**src/rtl/bf3_pkg.sv**
```systemverilog
// Shared types and constants of the 3x3 box filter.
`default_nettype none

package bf3_pkg;

  // Field widths of the pixel, result and configuration transactions.
  localparam int PIXEL_W   = 8;
  localparam int DIM_W     = 13;
  localparam int COORD_W   = 12;
  localparam int CFG_IDX_W = 2;

  // Frame geometry limits and register reset values.
  localparam int               DEF_MAX_WIDTH = 4096;
  localparam int               HEIGHT_LIMIT  = 4096;
  localparam int               MIN_DIM       = 3;
  localparam logic [DIM_W-1:0] WIDTH_RESET   = 13'd640;
  localparam logic [DIM_W-1:0] HEIGHT_RESET  = 13'd480;

  // Window arithmetic: one column sum is at most 765, the full window at most 2295.
  localparam int COL_SUM_W = 10;
  localparam int SUM_W     = 12;
  localparam int NUM_CELLS = 2;

  // Division by nine as a multiply by round-up(2^15 / 9) and a right shift.
  localparam int               RECIP_W     = 12;
  localparam logic [RECIP_W-1:0] RECIP_9   = 12'd3641;
  localparam int               RECIP_SHIFT = 15;

  // Configuration register indexes.
  typedef enum logic [CFG_IDX_W-1:0] {
    REG_IMAGE_WIDTH  = 2'd0,
    REG_IMAGE_HEIGHT = 2'd1
  } cfg_reg_e;

endpackage

`default_nettype wire

```
**src/rtl/bf3_div9.sv**
```systemverilog
// Registered truncating division of the window sum by nine.
`default_nettype none

module bf3_div9 import bf3_pkg::*; (
  input  logic               clk_i,
  input  logic               en_i,
  input  logic [SUM_W-1:0]   sum_i,
  output logic [PIXEL_W-1:0] quot_o
);

  logic [SUM_W+RECIP_W-1:0] product;
  logic [PIXEL_W-1:0]       quot_q;

  // The reciprocal error stays below 1/9 over the whole sum range, so the floor is exact.
  assign product = (SUM_W+RECIP_W)'(sum_i) * (SUM_W+RECIP_W)'(RECIP_9);

  always_ff @(posedge clk_i) begin
    if (en_i) begin
      quot_q <= product[RECIP_SHIFT +: PIXEL_W];
    end
  end

  assign quot_o = quot_q;

endmodule

`default_nettype wire

```
**config.mk**
```make
export PLATFORM = sky130hd
export DESIGN_NAME = bf3_div9
export DESIGN_NICKNAME = d
export VERILOG_FILES = /design/src/rtl/bf3_pkg.sv /design/src/rtl/bf3_div9.sv
export SDC_FILE = /design/constraint.sdc
export NUM_CORES = 1
export LEC_CHECK = 0
export ABC_AREA = 0
export BUFFER_PORTS_ARGS = -buffer_cell sky130_fd_sc_hd__buf_2
export CORE_ASPECT_RATIO = 1.5
export CORE_MARGIN = 1
export CORE_UTILIZATION = 50
export CTS_CLUSTER_DIAMETER = 60
export DETAILED_ROUTE_END_ITERATION = 10
export GPL_TIMING_DRIVEN = 0
export PLACE_DENSITY = 0.7
export RECOVER_POWER = 100
export REMOVE_ABC_BUFFERS = 1
export SYNTH_ARGS = -nofsm -noshare
export SYNTH_HDL_FRONTEND = slang
export SYNTH_SLANG_ARGS = --single-unit
export TNS_END_PERCENT = 30
```
**constraint.sdc**
```tcl
create_clock -name clk_i -period 13.4 [get_ports clk_i]
set_input_delay 1.34 -clock clk_i [delete_from_list [all_inputs] [get_ports clk_i]]
set_output_delay 1.34 -clock clk_i [all_outputs]
set_load 0.1 [all_outputs]
```
### Yosys cells after proc, flatten, opt, wreduce, memory -nomap -nowiden

Cells that the tools add are included.

* multiply operators: 1

Operator list (count)
* 12-bit by 12-bit multiplier with 23-bit output, second input constant: 1

* word-level logic and storage cells: 2
* output and inout bits: 8
* flip-flop bits (word level): 8

### Longest topological paths before layout

* depth after elaboration: 1
* depth in mapped cells: 18

### Least setup slack after synthesis

Ideal clock, no wire load.

* path type: input to register
* start point: input sum_i[1]
* end point: register quot_q[4], in the netlist quot_o[4] (data pin)
* required time: 13142 ps
* arrival time: 5267 ps
* path slack: 7875 ps
* stages: 18
* cell sequence: inv_1 fa_1 inv_1 ha_1 inv_1 fa_1 inv_1 fa_1 inv_1 fa_1 inv_1 ha_1 a211oi_2 o211ai_1 o211ai_2 o21ai_2 a21oi_2 xnor2_1

* word-level cells in the longest chain between the ends: 1

RTL lines
* start: declaration: RTL line bf3_div9.sv:7 `input logic [SUM_W-1:0] sum_i,`
* 12-bit by 12-bit multiplier with 23-bit output: RTL line bf3_div9.sv:15 `assign product = (SUM_W+RECIP_W)'(sum_i) * (SUM_W+RECIP_W)'(RECIP_9);`
* net product[19]: RTL line bf3_div9.sv:11 `logic [SUM_W+RECIP_W-1:0] product;`
* end signal: assignment: RTL line bf3_div9.sv:19 `quot_q <= product[RECIP_SHIFT +: PIXEL_W];`
* end: declaration: RTL line bf3_div9.sv:12 `logic [PIXEL_W-1:0] quot_q;`

The timed path passes the listed nets, and every way through them passes these cells.
A chain may end at the register's enable or synchronous reset.

### Final worst setup path

* start point: input sum_i[3]
* end point: register quot_q[4], in the netlist quot_o[4] (data pin)

Same word-level chain as after synthesis.

==> metrics.md <==
| Metric | Value |
|---|---|
| Status | `complete, but fails checks` |
| Failing checks | `DRC` |
| Post-Synth Adder-Cell Area | `~62%` |
| XOR/XNOR Fraction of Synth Area | `5.37%` |
| Core Region | `0.00432 mm^2` |
| Clock share of power | `5.1%` |
| Setup_tns | `0 ns` |
| Layout area overhead | `7.45%` |
| Sequential power share | `approximately a tenth` |
| First DRT Iteration DRCs | `29` |
| Reg clk slew, reported paths | `0.04 ns` |
| CTS Hold Bufs | `0` |
| Hpwl dp | `3.86 mm` |
| Yosys warnings | `0` |
| Unrepaired setup endpoints after global routing | `no` |
| Leading post-synthesis cells by cell area | `ha_1, fa_1, inv_1, edfxtp_1, xnor2_1` |
| Post-CTS Resized | `0` |
| Root Driver | `clkbuf_8` |
| P_leak | `1.39 nW` |
| CP required | `13.36 ns` |
| Setup Buffers After CTS | `0` |
| Clock sink count | `8` |
| Dominant cell type by area after synthesis | `ha_1` |
| Vias per std cell | `approximately 5.2` |
| Tot GR Track Use | `18.8%` |
| Final hold viol count | `0` |
| Max Cap Viol | `0` |
| Setup Crit Path Kind | `in -> reg` |
| Area of the die | `0.00485 mm^2` |
| Worst Setup EP | `quot_o[4]` |
| Worst hold path type | `in -> reg` |
| Main combinational cell family by area after synthesis | `adder cells` |
| Multi-input logic area | `around 0.0018 mm^2` |
| Post-synth top area share | `36.1%` |
| Slew Viols, Final | `0` |
| Vias in the first global route | `1,630` |
| Post-synth cell types | `26` |
| Post-synth EDFFs | `8` |
| Synth Area in Compound Gates | `roughly 8.3%` |
| Num CTS Buffers | `3` |
| Switching power | `0.000299 W` |
| Post-synthesis mux area share | `0%` |
| Part of the power in combinational logic | `84.1%` |
| Worst-Margin Slew | `1.18 ns` |
| Tcrit/Tclk final | `46.2%` |
| Ports | `22` |
| Pin count of the biggest net entering global routing | `9` |
| Main synth FF type | `edfxtp_1` |
| Seq/Total Area, Yosys | `10.5%` |
| Layout filler cell count | `384` |
| Sw Ratio | `a little under three fifths` |
| I/O Buffers | `21` |
| Data arrival, critical path | `6.16 ns` |
| Async set-or-reset flop fraction in the synthesized netlist | `0%` |
| ANT cells | `0` |
| Via count | `1,536` |
| Max-slew headroom | `21.8%` |
| Post-layout nets | `359` |
| Post-Syn Area | `between 0.002 and 0.0025 mm^2` |
| DRC | `3` |
| Clock tree buffer depth | `2` |
| Cells after Synth | `224` |
| Startpoint types | `input pin` |
| Post-route ant nets | `0` |
| Cell-internal power | `0.000240 W` |
| Avg Synthesized Cell Area | `a little over 10 um^2` |
| Non-Filler Instances | `294` |
| Synth Area in Simple Gates | `3.45%` |
| Routed WL per cell | `roughly 14 um` |
| Final setup viols | `0` |
| Synthesized flop and latch total | `8` |
| Cell area power density | `219 mW/mm^2` |
| Dpl cells | `around 290` |
| Worst Path Max Fanout | `4` |
| Setup crit start | `sum_i[3]` |
| CTS tree | `yes` |
| Chip width | `57.2 um` |
| Worst setup EP type | `flop` |
| Initial core utilization | `roughly 53%` |
| Reg area | `about 240 um^2` |
| Number of flip-flops in the largest register | `8` |
| Global-route wire length before repair | `6.99 mm` |
| Grt total ovfl | `0` |
| Max Freq | `roughly 160 MHz` |
| Tmin final | `6.19 ns` |
| DIE HEIGHT | `between 80 and 90 um` |
| Share of layout cells above drive strength 1 | `8.06%` |
| GPL Wtd Cong | `0.851` |
| Peak VDD IR | `0.000207 V` |
| Antenna violations before repair | `0` |
| DR pass1 iterations | `7` |
| # rows | `29` |
| Htree depth | `1` |
| Final Routed Wirelength | `4.04 mm` |
==> kinds of logic after synthesis <==
kind of cell / after synthesis
AO/OA/AOI/OAI: 25
XOR/XNOR: 14
adder cells (fa/ha/maj): 95
buffers and inverters: 66
flip-flops: 8
AND/OR/NAND/NOR: 16
==> how the worst min path moves through the flow <==
stage	startpoint	to	slack (ns)	cells past startpoint
6_report	en_i	quot_o[7]	1.54	1
5_1_grt	en_i	quot_o[1]	1.56	1
4_1_cts	en_i	quot_o[7]	1.46	1
3_5_place_dp	en_i	quot_o[7]	1.69	1
3_3_place_gp	en_i	quot_o[4]	1.68	1
2_1_floorplan	en_i	quot_o[0]	1.45	0
==> critical path, stage by stage <==
cell and delay [ns]:
clkbuf_1 0.22, inv_1 0.13, fa_1 0.50, inv_1 0.07, ha_1 0.32, inv_1 0.07, fa_1 0.53, inv_1 0.05
fa_1 0.53, inv_1 0.05, fa_1 0.52, inv_1 0.04, ha_1 0.29, a211oi_1 0.30, o211ai_1 0.17, o211ai_1 0.47
o21ai_0 0.27, a21oi_2 0.20, xnor2_1 0.08
==> layout make-up <==
type	instances	share of cell area, %
tap	46	2.34
timing repair buffer	21	3.77
multi-input combinational	150	72.3
sequential	8	9.79
inverter	66	10.1
clock buffer	3	1.68
==> placed cells by master (no fill, tap or decap), types with 5 or more instances in the layout <==
cell type / Yosys / routed
inv_1: 66 / 66
ha_1: 66 / 66
fa_1: 29 / 29
buf_2: 0 / 11
clkbuf_1: 0 / 10
xnor2_1: 9 / 9
edfxtp_1: 8 / 8
a21oi_1: 5 / 7
xor2_1: 5 / 5
nand2_1: 5 / 5
==> through the flow <==
step / cell area (um^2) / power, W / worst slack (ns) / hold slack, ns / util [%]
after global placement: 2450 / 0.000526 / 7.41 / 1.68 / 56.7
after detailed placement: 2450 / 0.000536 / 7.38 / 1.69 / 56.7
after global routing: 2450 / 0.000603 / 6.93 / 1.56 / 56.9
final: 2450 / 0.000538 / 7.21 / 1.54 / 56.9
after floorplan: 2280 / 0.000441 / 7.88 / 1.45 / -
after CTS: 2490 / 0.000567 / 7.61 / 1.46 / 57.6
==> layer usage <==
layer	global-route usage [%]	up-vias	part of all wire, %
li1	-	766	-
met1	20.3	745	38
met2	37.8	19	59
met3	1.54	6	1.0
met4	4.88	0	2.4
met5	0	-	0
==> power by group through the flow <==
| stage | Sequential [W] | Clock [W] | Combinational (W) |
|---|---|---|---|
| finish | 0.0000577 | 0.0000277 | 0.000453 |
| global route | 0.0000586 | 0.0000299 | 0.000515 |
| CTS | 0.0000574 | 0.0000285 | 0.000481 |
| detailed placement | 0.0000577 | 0 | 0.000478 |
| global placement | 0.0000571 | 0 | 0.000469 |
| floorplan | 0.000148 | 0 | 0.000293 |
==> synthesized netlist by cell type (all sizes together) (2+ instances only) <==
library cell and instances:
edfxtp 8, nand2 5, a21oi 9, xor2 5, fa 29, a21o 4
o21a 2, xnor2 9, o211ai 4, inv 66, ha 66, nor2 4
o21ai 3
Power figures use the tool's default switching activity.
