[src/rtl/bf3_pkg.sv]
// Shared types and constants of the 3x3 box filter.
`default_nettype none

package bf3_pkg;

  // Field widths of the pixel, result and configuration transactions.
  localparam int PIXEL_W   = 8;
  localparam int DIM_W     = 13;
  localparam int COORD_W   = 12;
  localparam int CFG_IDX_W = 2;

  // Frame geometry limits and register reset values.
  localparam int               DEF_MAX_WIDTH = 4096;
  localparam int               HEIGHT_LIMIT  = 4096;
  localparam int               MIN_DIM       = 3;
  localparam logic [DIM_W-1:0] WIDTH_RESET   = 13'd640;
  localparam logic [DIM_W-1:0] HEIGHT_RESET  = 13'd480;

  // Window arithmetic: one column sum is at most 765, the full window at most 2295.
  localparam int COL_SUM_W = 10;
  localparam int SUM_W     = 12;
  localparam int NUM_CELLS = 2;

  // Division by nine as a multiply by round-up(2^15 / 9) and a right shift.
  localparam int               RECIP_W     = 12;
  localparam logic [RECIP_W-1:0] RECIP_9   = 12'd3641;
  localparam int               RECIP_SHIFT = 15;

  // Configuration register indexes.
  typedef enum logic [CFG_IDX_W-1:0] {
    REG_IMAGE_WIDTH  = 2'd0,
    REG_IMAGE_HEIGHT = 2'd1
  } cfg_reg_e;

endpackage

`default_nettype wire

[src/rtl/bf3_cell.sv]
// One window cell: holds the sum of one three-pixel column and passes it on.
`default_nettype none

module bf3_cell import bf3_pkg::*; (
  input  logic                 clk_i,
  input  logic                 rst_ni,
  input  logic                 shift_i,
  input  logic [COL_SUM_W-1:0] sum_i,
  output logic [COL_SUM_W-1:0] sum_o
);

  logic [COL_SUM_W-1:0] sum_q;

  // Take the neighbor's column sum whenever the window moves one column.
  always_ff @(posedge clk_i or negedge rst_ni) begin
    if (!rst_ni) begin
      sum_q <= '0;
    end else if (shift_i) begin
      sum_q <= sum_i;
    end
  end

  assign sum_o = sum_q;

endmodule

`default_nettype wire

[config.mk]
export PLATFORM = sky130hd
export DESIGN_NAME = bf3_cell
export DESIGN_NICKNAME = d
export VERILOG_FILES = /design/src/rtl/bf3_pkg.sv /design/src/rtl/bf3_cell.sv
export SDC_FILE = /design/constraint.sdc
export NUM_CORES = 1
export LEC_CHECK = 0
export BUFFER_PORTS_ARGS = -buffer_cell sky130_fd_sc_hd__buf_4
export CORE_AREA = 2 2 39 41
export DETAILED_ROUTE_END_ITERATION = 10
export DIE_AREA = 0 0 41 43
export GPL_TIMING_DRIVEN = 0
export REMOVE_ABC_BUFFERS = 1
export SETUP_SLACK_MARGIN = 0.4
export SLEW_MARGIN = 20
export SYNTH_ARGS = -nofsm -noshare
export SYNTH_HDL_FRONTEND = slang
export SYNTH_SLANG_ARGS = --single-unit
[constraint.sdc]
create_clock -name clk_i -period 0.8 [get_ports clk_i]
set_clock_uncertainty 0.05 [all_clocks]
set_input_delay 0.04 -clock clk_i [delete_from_list [all_inputs] [get_ports clk_i]]
set_output_delay 0.04 -clock clk_i [all_outputs]
set_load 0.01 [all_outputs]
Yosys cells after proc, flatten, opt, wreduce, memory -nomap -nowiden
Index checks and enable logic that the tools add are counted.
{"block": "totals", "inputBits": 13, "output_inout_bits": 10, "regBits": 10, "wordCells": 1}

Depth between registers and ports, before layout
Gate-level depths: netlist of run 1.
{"block": "logic_depth", "depth_word": 0, "mapped_depth": 2, "ltp_nobuf": 1}

Worst setup path after synthesis of run 1
OpenSTA, ideal clock, no wires.
{"block": "synth_timing", "kind": "register to register", "startpoint": "reg sum_o[0] (netlist name)", "endpoint": "reg sum_q[0] (netlist: sum_o[0])", "t_arrival_ns": 0.654, "setup_ns": 0.125, "stages_incl_launch_ff": 2, "slack_ns": -0.029, "required_ns": 0.625, "cell_sequence": "dfrtp_1 mux2_4"}
{"element": "end signal: assignment", "line_no": "bf3_cell.sv:19", "text": "sum_q <= sum_i;"}
{"element": "end: declaration", "line_no": "bf3_cell.sv:12", "text": "logic [COL_SUM_W-1:0] sum_q;"}

Worst setup path in the final report of run 1
{"block": "layout_timing", "startpoint": "reg sum_q[7] (netlist: sum_o[7])", "endpoint": "out sum_o[7]"}
{"element": "end: declaration", "line_no": "bf3_cell.sv:9", "text": "output logic [COL_SUM_W-1:0] sum_o"}
No word-level cell between the ends.

==> results.py, run 1 <==
metrics = {
    "route": {
        "wl_um": 851,
        "drt_pass1_iterations": 1,
        "via_per_inst": 4.32,
        "vias": 268,
        "drt_iter0_markers": 0,
        "detail_route.wl_per_cell_um": 13.7,
        "drc": 0,
        "ant_nets": 0,
    },
    "timing": {
        "fmax_mhz": 1150,
        "min_period_ns": 0.870,
        "drv_slew": 0,
        "setup_slack_ns": -0.0704,
        "fin_crit_sh": 1.09,
        "hold_viol": 10,
        "max_slew_margin": 0.875,
        "finalSetupViolCount": 20,
        "holdWs_ns": -0.0359,
        "fin_tns_setup_ns": -0.853,
        "rsz0062_at_grt": "true",
        "worstMarginPinSlew_ns": 0.188,
    },
    "floorplan": {
        "initial_core_util": 0.297,
        "fp.dieH_um": 43,
        "core-area_um2": 1380,
        "io-pin-count": 23,
        "rows": 14,
        "die_w_um": 41,
        "dieArea_um2": 1760,
    },
    "logic_synthesis": {
        "ys_top_cells_by_area": "dfrtp_1 (61%), mux2_4 (36%), buf_6 (2.7%)",
        "synth_area_um2": 412,
        "syn_inst": 21,
        "synth_cell_types": 3,
        "ys.flop_type": "dfrtp_1",
        "synth_edf_count": 0,
        "postSynth.asyncResetShare": 1.00,
        "yosysTopAreaCell": "dfrtp_1",
        "synth_top_area_frac": 0.608,
        "syn_avg_cell_area_um2": 19.6,
        "ys_ff_latch": 10,
        "synth_commonest_cells": "dfrtp_1 (10), mux2_4 (10), buf_6 (1)",
        "yosysSeqAreaShare": 0.608,
        "synth_warnings": 0,
    },
    "layout": {
        "syn_to_final_growth_pct": 59.3,
        "final_nets": 61,
        "drive_gt1_frac": 0.761,
        "largest_reg_flops": 10,
        "antenna_cells": 0,
        "post-route-cell-area_um2": 656,
        "fill_cells": 125,
    },
    "cts": {
        "cts_hold_buf": 1,
        "htree_levels": 1,
        "clkLatencyLatePin_ns": 0.25,
        "cts_tree": "yes",
        "post_cts_buffers": 0,
        "cts_sinks": 10,
        "cts_root_buffer": "clkbuf_4",
        "cts_buffer_depth": 2,
        "clk_pin_slew_ns": 0.06,
        "numCtsBuffers": 3,
    },
    "placement": {
        "hpwl_um": 621,
        "placed_area_um2": 586,
        "gp_congestion": 0.567,
        "port_buffers": 22,
        "pre_cts_ws_ns": -0.0114,
    },
    "global_route": {
        "grt_max_degree": 11,
        "grt_overflow": 0,
        "globalRouteTotalUtil": 0.117,
        "antenna_found_initial": 0,
        "grt_pass1_wl_um": 1240,
        "grt_pass1_vias": 296,
    },
    "worst_setup_path": {
        "reg2regPathDepth": 1,
        "cp_max_fo": 2,
        "worstSetupPathType": "reg2out",
        "rrSetupSlack_ns": -0.04,
        "cp_cell_sequence": "buf_6",
        "slowest_delay_ns": 0.40,
        "endpoint_kind": "primary output",
        "path_buf_inv": 1,
        "cp_slowest_cell": "dfrtp_1",
        "worst-path-stages": 1,
        "crit_required_ns": 0.71,
        "critPathLaunchType": "register",
        "path_delay_family": "flip-flops",
        "critPathArrivalTime_ns": 0.78,
    },
    "pwr": {
        "vdd_drop_max_v": 0.000917,
        "leakage_nw": 0.335,
        "p_total_mw": 1.21,
        "p_per_area_nw_per_um2": 1840,
    },
    "outcome": {
        "status": "complete, but fails checks",
        "violations": "hold timing, setup timing",
    },
    "worst_hold_path": {
        "hold_path_class": "in2reg",
        "min_path_cells": 2,
    },
    "run": {
        "maxCapViolations": 0,
    },
}
## kinds of logic (layout without fill, tap and decap cells)
| group | count (synthesis) | count (layout) | synth area share |
|---|---|---|---|
| buf+inv | 1 | 26 | 0.0274 |
| mux | 10 | 10 | 0.365 |
| flops | 10 | 10 | 0.608 |
## timing repair
| item | 4_1_cts | 5_1_grt |
|---|---|---|
| endpoints found under the setup margin | 20 | 20 |
| resized for setup | 10 | 0 |
| endpoints found under the hold margin | 20 | 10 |
## stage by stage
stage,util,std cells
6_report,0.474,62
2_1_floorplan,-,20
3_3_place_gp,0.423,58
4_1_cts,0.474,62
3_5_place_dp,0.423,58
5_1_grt,0.474,62
## placed cells by master (no fill, tap or decap)
cell type	instances
buf_4	12
buf_6	10
clkbuf_4	3
dfrtp_1	10
dlygate4sd3_1	1
mux2_4	10
## routing by layer
| metal | share of wire | up-vias | GRT usage |
|---|---|---|---|
| met1 | 0.37 | 128 | 0.120 |
| met4 | 0 | 0 | 0.0800 |
| met2 | 0.56 | 15 | 0.191 |
| met3 | 0.068 | 0 | 0.0314 |
| met5 | 0 | - | 0 |
| li1 | - | 125 | - |
## power by group
part	leakage, nW	total (mW)	switching (mW)	internal, mW
logic	0.204	0.292	0.0875	0.205
registers	0.117	0.596	0.0391	0.557
clock network	0.0138	0.321	0.148	0.173
## cell type report
type,instances,area (um2),area share
clock buffer,3,22.5,0.0344
sequential,10,250,0.382
timing repair buffer,23,213,0.324
tap,16,20.0,0.0305
multi-input combinational,10,150,0.229
## worst paths after layout
| check | start | endpoint |
|---|---|---|
| hold reg to reg | sum_o[8]$_DFFE_PN0P_ | sum_o[8]$_DFFE_PN0P_ |
| setup reg to reg | sum_o[6]$_DFFE_PN0P_ | sum_o[6]$_DFFE_PN0P_ |
| min in group asynchronous | rst_ni | sum_o[4]$_DFFE_PN0P_ |
| max in group asynchronous | rst_ni | sum_o[0]$_DFFE_PN0P_ |
| setup / recovery | sum_o[7]$_DFFE_PN0P_ | sum_o[7] |
| hold / removal | sum_i[2] | sum_o[2]$_DFFE_PN0P_ |
Note: power is estimated with default switching activity, not from simulation.
==> run 2, diff against run 1 <==
Settings changed: ABC_AREA set to 1.
Clock period 0.8 ns to 1.03 ns, I/O delays scaled along.
==> run 2 against run 1 <==
Compared with the run above:
- power is 18% lower
- die area is the same
- via count rose by 35%
- flip-flop and latch count stayed put
- the run ends with hold timing left
- global-route usage decreased by 1.0 points
==> results.py, run 2 <==
metrics = {
    "timing": {
        "min_period_ns": 0.885,
        "worstMarginPinSlew_ns": 0.187,
        "fmax_mhz": 1130,
        "finalSetupViolCount": 0,
        "holdWs_ns": -0.0689,
        "max_slew_margin": 0.875,
        "hold_viol": 10,
        "fin_crit_sh": 0.859,
        "rsz0062_at_grt": "true",
        "drv_slew": 0,
        "fin_tns_setup_ns": 0,
        "setup_slack_ns": 0.145,
    },
    "logic_synthesis": {
        "synth_top_area_frac": 0.662,
        "synth_cell_types": 4,
        "yosysTopAreaCell": "dfrtp_1",
        "synth.most_common_cell": "nand2_1",
        "postSynth.asyncResetShare": 1.00,
        "synth_warnings": 0,
        "synth_area_um2": 378,
        "ys_ff_latch": 10,
        "syn_avg_cell_area_um2": 9.00,
        "synth_edf_count": 0,
        "syn_inst": 42,
        "yosysSeqAreaShare": 0.662,
        "synth_commonest_cells": "nand2_1 (30), dfrtp_1 (10), buf_6 (1), inv_2 (1)",
        "ys_top_cells_by_area": "dfrtp_1 (66%), nand2_1 (30%), buf_6 (3.0%)",
        "ys.flop_type": "dfrtp_1",
    },
    "global_route": {
        "grt_overflow": 0,
        "grt_pass1_wl_um": 1300,
        "globalRouteTotalUtil": 0.107,
        "grt_max_degree": 12,
        "grt_pass1_vias": 341,
        "antenna_found_initial": 0,
    },
    "route": {
        "drt_pass1_iterations": 3,
        "detail_route.wl_per_cell_um": 9.85,
        "wl_met2_um": 416,
        "drt_iter0_markers": 5,
        "met3WireLength_um": 77,
        "highest_layer": "met3",
        "drc": 0,
        "wl_met1_um": 353,
        "via_per_inst": 4.20,
        "ant_nets": 0,
        "wl_um": 847,
        "vias": 361,
    },
    "worst_setup_path": {
        "slowest_delay_ns": 0.40,
        "rrSetupSlack_ns": 0.26,
        "cp_cell_sequence": "buf_6",
        "crit_required_ns": 0.93,
        "timing.rr.end": "sum_o[3]$_DFFE_PN0P_",
        "path_buf_inv": 1,
        "worstSetupPathType": "reg2out",
        "crit-reg2reg-launch": "sum_o[3]$_DFFE_PN0P_",
        "endpoint_kind": "primary output",
        "critPathArrivalTime_ns": 0.78,
        "path_delay_family": "flip-flops",
        "cp_max_fo": 2,
        "critPathLaunchType": "register",
        "cp_slowest_cell": "dfrtp_1",
        "reg2regPathDepth": 3,
    },
    "layout": {
        "fill_cells": 148,
        "largest_reg_flops": 10,
        "drive_gt1_frac": 0.443,
        "final_nets": 84,
        "multi_input_area_um2": 118,
        "post-route-cell-area_um2": 659,
        "post-route-util": 0.476,
        "mostFrequentLayoutCell": "nand2_1",
        "antenna_cells": 0,
        "regArea_um2": 250,
        "layout_common_cells": "nand2_1 (28), buf_4 (13), buf_6 (11)",
        "syn_to_final_growth_pct": 74.5,
    },
    "cts": {
        "cts_sinks": 10,
        "cts_tree": "yes",
        "cts_root_buffer": "clkbuf_4",
        "cts_hold_buf": 1,
        "numCtsBuffers": 3,
        "htree_levels": 1,
        "cts_buffer_depth": 2,
        "clkLatencyLatePin_ns": 0.26,
        "clk_pin_slew_ns": 0.07,
    },
    "placement": {
        "hpwl_um": 610,
        "gp_congestion": 0.618,
        "placed_area_um2": 552,
        "port_buffers": 22,
        "pre_cts_ws_ns": 0.377,
    },
    "floorplan": {
        "dieArea_um2": 1760,
        "rows": 14,
        "die_w_um": 41,
        "io-pin-count": 23,
        "initial_core_util": 0.273,
        "fp.dieH_um": 43,
        "core-area_um2": 1380,
    },
    "pwr": {
        "p_per_area_nw_per_um2": 1500,
        "vdd_drop_max_v": 0.000514,
        "leakage_nw": 0.368,
    },
    "outcome": {
        "violations": "hold timing",
        "status": "complete, but fails checks",
    },
    "run": {
        "maxCapViolations": 0,
    },
    "worst_hold_path": {
        "whs_endpoint": "sum_o[8]$_DFFE_PN0P_",
        "hold_path_class": "in2reg",
        "min_path_cells": 3,
        "hold_start": "sum_i[8]",
    },
}
==> run 2: cell count changes after synthesis <==
| cell | change |
|---|---|
| nand2_1 | +30 |
| inv_2 | +1 |
| mux2_4 | -10 |
==> run 2: worst reg2reg max path: cells and delay by family, from the launching register on <==
family,cells,cell delay (ns)
flip-flops,1,0.40
AND/OR/NAND/NOR,2,0.09
buffers and inverters,1,0.12
==> run 2: routing by layer <==
metal  vias up  track usage
li1        182            -
met1       165        0.130
met2        14        0.169
met3         0       0.0314
met4         0       0.0400
met5         -            0
==> run 2: worst max-delay path by stage <==
stage / slack (ns) / to / cells past startpoint / from
after global placement: 0.39 / sum_o[5]$_DFFE_PN0P_ / 2 / sum_o[5]$_DFFE_PN0P_
after global routing: 0.10 / sum_o[5] / 1 / sum_o[5]$_DFFE_PN0P_
after CTS: 0.14 / sum_o[5] / 1 / sum_o[5]$_DFFE_PN0P_
after floorplan: 0.36 / sum_o[0]$_DFFE_PN0P_ / 2 / sum_o[0]$_DFFE_PN0P_
after detailed placement: 0.38 / sum_o[0]$_DFFE_PN0P_ / 2 / sum_o[0]$_DFFE_PN0P_
final: 0.14 / sum_o[5] / 1 / sum_o[5]$_DFFE_PN0P_
==> run 2: cell type report <==
| type | instances | share of cell area |
|---|---|---|
| clock buffer | 4 | 0.0550 |
| inverter | 1 | 0.00569 |
| multi-input combinational | 30 | 0.178 |
| sequential | 10 | 0.380 |
| tap | 16 | 0.0304 |
| timing repair buffer | 25 | 0.351 |
==> run 2: power by group <==
part           leakage [nW]  total (mW)  internal (mW)  switching, mW
sequential            0.122       0.452          0.428         0.0245
combinational         0.226       0.197          0.120         0.0769
clock                0.0210       0.342          0.214          0.128
total                 0.368       0.991          0.762          0.229
==> run 2: through the flow <==
stage | cells | power [mW]
floorplan | 41 | 0.504
global placement | 79 | 0.612
detailed placement | 79 | 0.615
CTS | 85 | 0.996
global route | 86 | 1.06
finish | 86 | 0.991
==> run 2: cell families after synthesis <==
logic type	Yosys count	synth area share
simple gates	30	0.298
flops	10	0.662
buf+inv	2	0.0397
==> run 2: timing repair <==
| action | in CTS | in global routing |
|---|---|---|
| setup buffers | 1 | 1 |
| hold endpoints to repair | 20 | 10 |
| setup endpoints to repair | 20 | 20 |
| resized for setup | 10 | 3 |
| pin swaps | 1 | 0 |
| gates cloned | 0 | 0 |
==> run 3, diff against run 2 <==
Settings changed: CTS_BUF_LIST set to sky130_fd_sc_hd__clkbuf_8 sky130_fd_sc_hd__clkbuf_16, SETUP_SLACK_MARGIN 0.4 to 0.2.
==> run 3 against run 2 <==
Compared with the run above:
- the flow now finishes without violations
- clock power increased by 41%
- critical endpoint is now sum_o[1]
- register-to-register slack got worse by 0.02 ns
- first-iteration DRC count increased by 40%
- largest power group is now clock
- sequential share of layout area decreased by 5.4 points
- cell count increased by 12%
- largest cell class is now buffers
- final area increased by 17%
- non-clock buffer count increased by 10
- global-route usage increased by 2.8 points
- die area unchanged
- critical path depth unchanged
==> results.py, run 3 (same netlist as run 2, synthesis figures left out) <==
metrics = {
    "timing": {
        "drv_slew": 0,
        "fin_crit_sh": 0.831,
        "hold_viol": 0,
        "rsz0062_at_grt": "true",
        "max_slew_margin": 0.889,
        "worstMarginPinSlew_ns": 0.166,
        "min_period_ns": 0.856,
        "fmax_mhz": 1170,
        "fin_tns_setup_ns": 0,
        "finalSetupViolCount": 0,
    },
    "route": {
        "ant_nets": 0,
        "drt_pass1_iterations": 4,
        "drt_iter0_markers": 7,
        "via_per_inst": 4.16,
        "detail_route.wl_per_cell_um": 10.8,
        "wl_um": 1030,
        "drc": 0,
        "vias": 399,
    },
    "worst_setup_path": {
        "slowest_delay_ns": 0.39,
        "worstSetupPathType": "reg2out",
        "critPathLaunch": "sum_o[1]$_DFFE_PN0P_",
        "worst-path-stages": 1,
        "reg2regPathDepth": 3,
        "crit-reg2reg-launch": "sum_o[1]$_DFFE_PN0P_",
        "cp_max_fo": 2,
        "rrSetupSlack_ns": 0.24,
        "crit_required_ns": 0.93,
        "path_buf_inv": 1,
        "timing.rr.end": "sum_o[1]$_DFFE_PN0P_",
        "cp_cell_sequence": "buf_6",
        "path_delay_family": "flip-flops",
        "endpoint_kind": "primary output",
        "critPathArrivalTime_ns": 0.75,
        "cp_slowest_cell": "dfrtp_1",
        "cp-endpoint": "sum_o[1]",
        "critPathLaunchType": "register",
    },
    "floorplan": {
        "dieArea_um2": 1760,
        "rows": 14,
        "io-pin-count": 23,
        "die_w_um": 41,
        "initial_core_util": 0.273,
        "fp.dieH_um": 43,
        "core-area_um2": 1380,
    },
    "cts": {
        "htree_levels": 1,
        "clkLatencyLatePin_ns": 0.23,
        "clk_pin_slew_ns": 0.05,
        "cts_root_buffer": "clkbuf_8",
        "cts_tree": "yes",
        "numCtsBuffers": 3,
        "cts_buffer_depth": 2,
        "cts_sinks": 10,
    },
    "outcome": {
        "status": "finished clean",
    },
    "worst_hold_path": {
        "hold_path_class": "in2reg",
        "min_path_cells": 3,
    },
    "pwr": {
        "leakage_nw": 0.416,
        "p_int_mw": 0.906,
        "p_comb_frac": 0.194,
        "p_seq_frac": 0.391,
        "power.net_switching_mw": 0.255,
        "vdd_drop_max_v": 0.000893,
        "switching_share": 0.219,
        "pwr-share-clk": 0.414,
        "p_per_area_nw_per_um2": 1510,
    },
    "layout": {
        "layout_common_cells": "nand2_1 (30), buf_4 (14), dlygate4sd3_1 (11)",
        "post-route-cell-area_um2": 769,
        "largest_reg_flops": 10,
        "mostFrequentLayoutCell": "nand2_1",
        "multi_input_area_um2": 113,
        "syn_to_final_growth_pct": 104,
        "drive_gt1_frac": 0.363,
        "fill_cells": 132,
        "regArea_um2": 250,
        "final_nets": 94,
        "antenna_cells": 0,
    },
    "run": {
        "maxCapViolations": 0,
    },
    "global_route": {
        "globalRouteTotalUtil": 0.135,
        "grt_overflow": 0,
        "antenna_found_initial": 0,
        "grt_pass1_vias": 396,
        "grt_max_degree": 12,
        "grt_pass1_wl_um": 1580,
    },
    "placement": {
        "port_buffers": 22,
        "gp_congestion": 0.618,
        "placed_area_um2": 552,
        "hpwl_um": 610,
    },
}
-- run 3: cell count changes in the layout (fill, tap and decap cells not counted) --
cell / before / now
buf_6: 11 / 10
dlygate4sd3_1: 1 / 11
nand2_2: 2 / 0
buf_4: 13 / 14
clkbuf_8: 1 / 4
clkbuf_4: 3 / 0
nand2_1: 28 / 30
-- run 3: per-stage QoR --
step	std cells	utilization	total power [mW]	hold slack (ns)	worst slack (ns)
floorplan	41	-	0.504	-0.294	0.365
global placement	79	0.399	0.612	-0.162	0.392
detailed placement	79	0.399	0.615	-0.163	0.377
CTS	95	0.551	1.16	0.0720	0.172
global route	96	0.556	1.22	0.0889	0.151
finish	96	0.556	1.16	0.0765	0.174
-- run 3: worst min-delay path by stage --
stage                     slack, ns     from                    to
after detailed placement      -0.16   rst_ni  sum_o[8]$_DFFE_PN0P_
after CTS                      0.07  shift_i  sum_o[1]$_DFFE_PN0P_
after floorplan               -0.29   rst_ni  sum_o[0]$_DFFE_PN0P_
final                          0.08  shift_i  sum_o[5]$_DFFE_PN0P_
after global routing           0.09  shift_i  sum_o[1]$_DFFE_PN0P_
after global placement        -0.16   rst_ni  sum_o[9]$_DFFE_PN0P_
-- run 3: per-layer routing --
layer  part of all wire  track usage  up-vias
li1                   -            -      199
met1               0.38        0.143      184
met2               0.54        0.234       16
met3              0.078       0.0314        0
met4                  0       0.0600        0
met5                  0            0        -
-- run 3: final cells by class --
class,count,area share
tap,16,0.0260
inverter,1,0.00488
clock buffer,4,0.0715
sequential,10,0.325
multi-input combinational,30,0.146
timing repair buffer,35,0.426
-- run 3: timing repair --
item,4_1_cts,5_1_grt
setup buffers,1,1
hold buffers,11,0
cloned,0,0
endpoints found under the hold margin,20,0
resized for setup,10,0
setup endpoints to repair,10,10
-- run 3: tightest hold or removal path: cells and delay by family --
family,cells,cell delay (ns)
buf+inv,1,0.16
simple gates,2,0.10
-- run 3: power by group through the flow --
stage                     Clock (mW)  Combinational (mW)  Sequential (mW)
final                          0.481               0.226            0.454
after global placement             0               0.160            0.452
after floorplan                    0              0.0345            0.469
after detailed placement           0               0.162            0.453
after CTS                      0.489               0.221            0.453
after global routing           0.514               0.248            0.458
